===== src/design/vtxcfb_pkg.sv =====
package vtxcfb_pkg;

    localparam logic [7:0] CRC_POLY = 8'hD5;
    localparam logic [7:0] SYNC_A   = 8'hAA;
    localparam logic [7:0] SYNC_B   = 8'h55;
    localparam logic [7:0] CRC_MSB  = 8'h80;

    // item kind
    localparam logic CMD_START   = 1'b0;
    localparam logic CMD_PAYLOAD = 1'b1;

    // byte position within the current input item
    typedef enum logic [2:0] {
        ST_DATA,    // sync A for a start item, the data byte for a payload item
        ST_SYNC_B,
        ST_CODE,
        ST_LEN,
        ST_CRC
    } t_step;

    // CRC-8, MSB first, one byte
    function automatic logic [7:0] crc_update(input logic [7:0] crc, input logic [7:0] b);
        logic [7:0] v;
        v = crc ^ b;
        for (int k = 0; k < 8; k++) begin
            if ((v & CRC_MSB) != 8'h00) begin
                v = {v[6:0], 1'b0} ^ CRC_POLY;
            end else begin
                v = {v[6:0], 1'b0};
            end
        end
        return v;
    endfunction

endpackage


===== src/design/vtx_control_frame_builder.sv =====
// Accepted items are held in the item register, then go out via the result register.
// Throughput: one result byte per cycle while the output is not stalled; a start item
// yields four bytes (five for an empty payload, with the CRC), a payload byte one (two
// when it closes the frame with the CRC), and a dropped payload byte none.
// Reset: synchronous, active low; clears the frame state, the sequencer and both valids.
module vtx_control_frame_builder
    import vtxcfb_pkg::*;
(
    input  logic       i_clk,
    input  logic       i_rst_n,
    input  logic       i_valid,
    output logic       o_stall,
    input  logic       i_cmd,
    input  logic [6:0] i_command_code,
    input  logic [7:0] i_payload_length,
    input  logic [7:0] i_payload_byte,
    output logic       o_valid,
    input  logic       i_stall,
    output logic [7:0] o_out_byte,
    output logic       o_run_last,
    output logic       o_frame_last
);

    // held input item
    logic       r_item_valid, n_item_valid;
    logic       r_cmd, n_cmd;
    logic [6:0] r_code, n_code;
    logic [7:0] r_len, n_len;
    logic [7:0] r_pb, n_pb;
    t_step      r_step, n_step;

    // frame state
    logic [7:0] r_crc, n_crc;
    logic [7:0] r_rem, n_rem;
    logic       r_open, n_open;

    // result register
    logic       r_out_valid, n_out_valid;
    logic [7:0] r_out_byte, n_out_byte;
    logic       r_run_last, n_run_last;
    logic       r_frame_last, n_frame_last;

    logic       out_free;
    logic       emit;
    logic       item_done;
    logic [7:0] e_byte;
    logic       e_last;
    logic       e_crc;
    logic       accept;

    assign out_free = !r_out_valid || !i_stall;
    assign o_stall  = r_item_valid && !item_done;
    assign accept   = i_valid && !o_stall;

    always_comb begin
        n_step    = r_step;
        n_crc     = r_crc;
        n_rem     = r_rem;
        n_open    = r_open;
        emit      = 1'b0;
        item_done = 1'b0;
        e_byte    = r_pb;
        e_last    = 1'b0;
        e_crc     = 1'b0;

        if (r_item_valid) begin
            if (r_cmd == CMD_PAYLOAD && !r_open) begin
                item_done = 1'b1;   // no frame open: drop
            end else if (out_free) begin
                emit = 1'b1;
                unique case (r_step)
                    ST_DATA: begin
                        if (r_cmd == CMD_START) begin
                            e_byte = SYNC_A;
                            n_crc  = crc_update(8'h00, SYNC_A);
                            n_open = 1'b1;
                            n_rem  = r_len;
                            n_step = ST_SYNC_B;
                        end else begin
                            e_byte = r_pb;
                            n_crc  = crc_update(r_crc, r_pb);
                            n_rem  = r_rem - 8'd1;
                            if (r_rem == 8'd1) begin
                                n_step = ST_CRC;
                            end else begin
                                e_last = 1'b1;
                            end
                        end
                    end
                    ST_SYNC_B: begin
                        e_byte = SYNC_B;
                        n_crc  = crc_update(r_crc, SYNC_B);
                        n_step = ST_CODE;
                    end
                    ST_CODE: begin
                        e_byte = {r_code, 1'b1};
                        n_crc  = crc_update(r_crc, {r_code, 1'b1});
                        n_step = ST_LEN;
                    end
                    ST_LEN: begin
                        e_byte = r_len;
                        n_crc  = crc_update(r_crc, r_len);
                        if (r_len == 8'd0) begin
                            n_step = ST_CRC;
                        end else begin
                            e_last = 1'b1;
                        end
                    end
                    ST_CRC: begin
                        e_byte = r_crc;
                        e_crc  = 1'b1;
                        e_last = 1'b1;
                        n_crc  = 8'h00;
                        n_rem  = 8'h00;
                        n_open = 1'b0;
                    end
                    default: begin
                        n_step = ST_DATA;
                    end
                endcase
                item_done = e_last;
            end
        end

        if (item_done) begin
            n_step = ST_DATA;
        end
    end

    always_comb begin
        n_item_valid = r_item_valid;
        n_cmd        = r_cmd;
        n_code       = r_code;
        n_len        = r_len;
        n_pb         = r_pb;
        if (accept) begin
            n_item_valid = 1'b1;
            n_cmd        = i_cmd;
            n_code       = i_command_code;
            n_len        = i_payload_length;
            n_pb         = i_payload_byte;
        end else if (item_done) begin
            n_item_valid = 1'b0;
        end

        n_out_valid  = r_out_valid;
        n_out_byte   = r_out_byte;
        n_run_last   = r_run_last;
        n_frame_last = r_frame_last;
        if (out_free) begin
            n_out_valid = emit;
            if (emit) begin
                n_out_byte   = e_byte;
                n_run_last   = e_last;
                n_frame_last = e_crc;
            end
        end
    end

    always_ff @(posedge i_clk) begin
        if (!i_rst_n) begin
            r_item_valid <= 1'b0;
            r_step       <= ST_DATA;
            r_crc        <= 8'h00;
            r_rem        <= 8'h00;
            r_open       <= 1'b0;
            r_out_valid  <= 1'b0;
        end else begin
            r_item_valid <= n_item_valid;
            r_step       <= n_step;
            r_crc        <= n_crc;
            r_rem        <= n_rem;
            r_open       <= n_open;
            r_out_valid  <= n_out_valid;
        end
    end

    always_ff @(posedge i_clk) begin
        r_cmd        <= n_cmd;
        r_code       <= n_code;
        r_len        <= n_len;
        r_pb         <= n_pb;
        r_out_byte   <= n_out_byte;
        r_run_last   <= n_run_last;
        r_frame_last <= n_frame_last;
    end

    assign o_valid      = r_out_valid;
    assign o_out_byte   = r_out_byte;
    assign o_run_last   = r_run_last;
    assign o_frame_last = r_frame_last;

endmodule


===== config.mk =====
export PLATFORM = sky130hd
export DESIGN_NAME = vtx_control_frame_builder
export DESIGN_NICKNAME = d
export VERILOG_FILES = /design/src/design/vtxcfb_pkg.sv /design/src/design/vtx_control_frame_builder.sv
export SDC_FILE = /design/constraint.sdc
export NUM_CORES = 1
export LEC_CHECK = 0
export ABC_CLOCK_PERIOD_IN_PS = 5850
export BUFFER_PORTS_ARGS = -buffer_cell sky130_fd_sc_hd__buf_2
export CAP_MARGIN = 40
export CORE_AREA = 2 2 117 119
export DETAILED_ROUTE_END_ITERATION = 10
export DIE_AREA = 0 0 119 121
export HOLD_SLACK_MARGIN = 0.15
export SYNTH_ARGS = -nofsm -noshare
export SYNTH_HDL_FRONTEND = slang
export SYNTH_SLANG_ARGS = --single-unit

===== constraint.sdc =====
create_clock -name i_clk -period 5.85 [get_ports i_clk]
set_input_delay 0.2925 -clock i_clk [delete_from_list [all_inputs] [get_ports i_clk]]
set_output_delay 0.2925 -clock i_clk [all_outputs]
set_load 0.005 [all_outputs]

==> key figures <==
Route
  – DR pass1 iterations: 4
  – Wire per inst: 17.0 um
  – Vias per cell: approximately 5.0
  – Routed Antenna Nets: 0
  – Drt drc: 0
  – Final WL: roughly 10000 um
  – Routed vias: approximately 2900
  – Iter 0 DRT Violations: around 190

Cells and area
  – Layout area overhead: 12.9%
  – Final instance area: roughly 4300 um2
  – Nets: between 400 and 500
  – Diode count: 0
  – Final Non-Filler Cells: 589
  – Share of cells above drive strength 1: between 10% and 20%
  – Layout Utilization: roughly 33%
  – Fill cell count: 1351

Clocking
  – Clock sinks: between 50 and 60
  – CTS tree: done
  – Setup Buffers After CTS: 0
  – Clk buf depth: 2
  – Clock-pin slew on the worst setup and hold paths: approximately 0.07 ns
  – CTS buffer count: 5
  – Clock latency on the worst-skew pair: approximately 0.3 ns
  – H-tree Lvls: 2
  – PostCTS Resize Cnt: 0
  – Root Buffer: clkbuf_16
  – Hold buffers post-CTS: 0

Place
  – Placed wire-length estimate: about 7500 um
  – IO Port Bufs: 39
  – GPL Wtd Cong: 0.858
  – Placement Cell Area: 4170 um2
  – Placed cell count: approximately 580

Min path
  – Hold Crit Class: primary input to flop
  – Hold path cells: 1
  – Worst Hold Launch: i_command_code[0]

Global route
  – Pin count of the biggest net entering global routing: 28
  – Tot GR Track Use: between 10% and 20%
  – GRT overflow: 0
  – Global-route wire length before repair: about 16000 um
  – Vias in the first global route: slightly below 3000
  – Initial antenna violation count: 0

Die
  – Row count: 42
  – Die Y: ~120 um
  – Die Wd: 119 um
  – Core Area: roughly 13000 um2
  – Die area: roughly 14000 um2
  – I/O Pins: 40
  – Initial Utilization: 29.4%

Worst setup path
  – Crit-path max FO: 27
  – Setup CP Type: flop to flop
  – CP required: roughly 6 ns
  – Reg2reg start: r_step[0]
  – Startpoint Class: flop
  – Crit. Startpoint: r_step[0]
  – Arrival time of the worst setup path: 3.34 ns
  – Register-to-Register Path Depth: 6
  – Setup crit end kind: flop

Synthesis
  – Avg Cell Area, Syn: 10.0 um2
  – Post-Syn Nets: around 410
  – Mapped Area: a little under 4000 um2
  – Yosys cell types: 57
  – Yosys warns: 0
  – Compound-Gate Fraction of Synth Area: between 10% and 20%
  – Top-count cell post-synth: xnor2_1
  – Number of synthesized flops with an enable pin: 34
  – Asr flop ratio synth: 0%
  – Ys flop type: edfxtp_1
  – Post-Synth Simple-Gate Area: between 10% and 20%
  – Post-synth top cells: xnor2_1, edfxtp_1, nand2_1
  – Synth Area in Adders: less than 1%
  – Synth area leader: edfxtp_1
  – Post-Syn Instances: 384
  – Synth top area share: between 20% and 30%
  – FF+latch count, synth: 56
  – Post-Synth XOR/XNOR Area: 27.8%
  – Post-synthesis mux area share: under 10%
  – Ranking of synthesized cells by area: edfxtp_1, xnor2_1, dfxtp_1, xor2_1, xnor3_1
  – Largest family of logic cells by synthesized area: XOR/XNOR gates
  – Part of the Yosys area used for sequential elements: approximately two fifths

Timing
  – RSZ-0062 raised after global routing: false
  – Clock skew: 0.00429 ns
  – Setup TNS Final: 0 ns
  – Final setup viols: 0
  – Slew @ Worst Pin: approximately 0.9 ns
  – Max Freq: roughly 0.30 GHz
  – Final period utilization: 57.2%
  – Hold Slack: between 0.15 and 0.2 ns
  – Relative slew slack: approximately 40%
  – Minimum clock period after layout: 3.35 ns
  – Hold Vio Cnt, Final: 0
  – Max Slew Vio Count: 0

Flow run
  – Max-cap violations: 0

Power and ir drop
  – P_leak: ~1.6 nW
  – Cell Pwr Density: slightly below 300 nW/um2
  – IR drop worst, VDD: 111 uV

Status
  – Outcome: finished, final reports clean
## worst max-delay path: stages, from the launching register on
cell	delay, ns
dfxtp_1	0.91
nand3b_1	0.56
a21o_1	0.37
a31oi_1	0.21
nor2_1	0.10
nor2b_2	0.53
buf_4	0.34
## kinds of logic after synthesis
kind of cell / count (synthesis)
buf+inv: 28
xor+xnor: 101
mux: 6
compound gates: 92
fa+ha+maj: 2
flops: 56
simple gates: 99
## stage by stage
step / setup WS [ns] / power (W)
floorplan: 2.69 / 0.000832
global placement: 2.62 / 0.000915
detailed placement: 2.50 / 0.000918
CTS: 2.50 / 0.00126
global route: 2.26 / 0.00132
finish: 2.50 / 0.00125
## path summary, 6_finish.rpt
check,end,slack (ns)
hold / removal,r_code[0],0.17
setup / recovery,r_len[7],2.50
hold reg to reg,r_rem[6],0.49
setup reg to reg,r_len[7],2.50
## per-layer routing
layer  vias to the layer above  routed length, um  track usage (%)
met1                      1385               4750             19.9
met4                         0                 85             3.05
met3                        10                564             2.87
met5                         -                  0                0
met2                       107               4590             23.2
li1                       1418                  -                -
## layout make-up
class	count	area, um2	area share, %
clock buffer	6	129	2.97
timing repair buffer	42	218	5.02
inverter	7	26.3	0.606
multi-input combinational	300	2250	51.8
clock inverter	2	35.0	0.808
tap	176	220	5.08
sequential	56	1460	33.7
## report_power, final
group          switching [W]  internal, W  total [W]
registers          0.0000442     0.000445   0.000489
clock network       0.000135     0.000202   0.000337
logic               0.000207     0.000217   0.000424
## flip-flops by register name, summed over array words and instances (netlist names)
register      cells
r_step            3
r_rem             8
r_crc             8
o_run_last        1
o_frame_last      1
r_pb              8
r_len             8
r_item_valid      1
r_open            1
o_out_byte        8
r_cmd             1
o_valid           1
r_code            7
## placed cells by master (no fill, tap or decap), drive strengths merged, types with 2 or more instances in the layout
cell type and instances:
mux2i 3, a31oi 4, xor3 2, a22oi 9
ha 2, nand2 27, nor2b 13, xor2 22
xnor3 9, nor2 26, o21a 3, nor4 4
nand3 4, o22ai 5, o31ai 3, or3 2
and2 4, inv 7, nand2b 3, clkbuf 6
buf 42, a22o 6, o221a 2, a211oi 2
or4 2, a21boi 3, dfxtp 22, nand3b 2
o21ai 20, nor3 8, xnor2 68, a21oi 26
edfxtp 34, mux2 3
(Power assumes the default switching activity.)
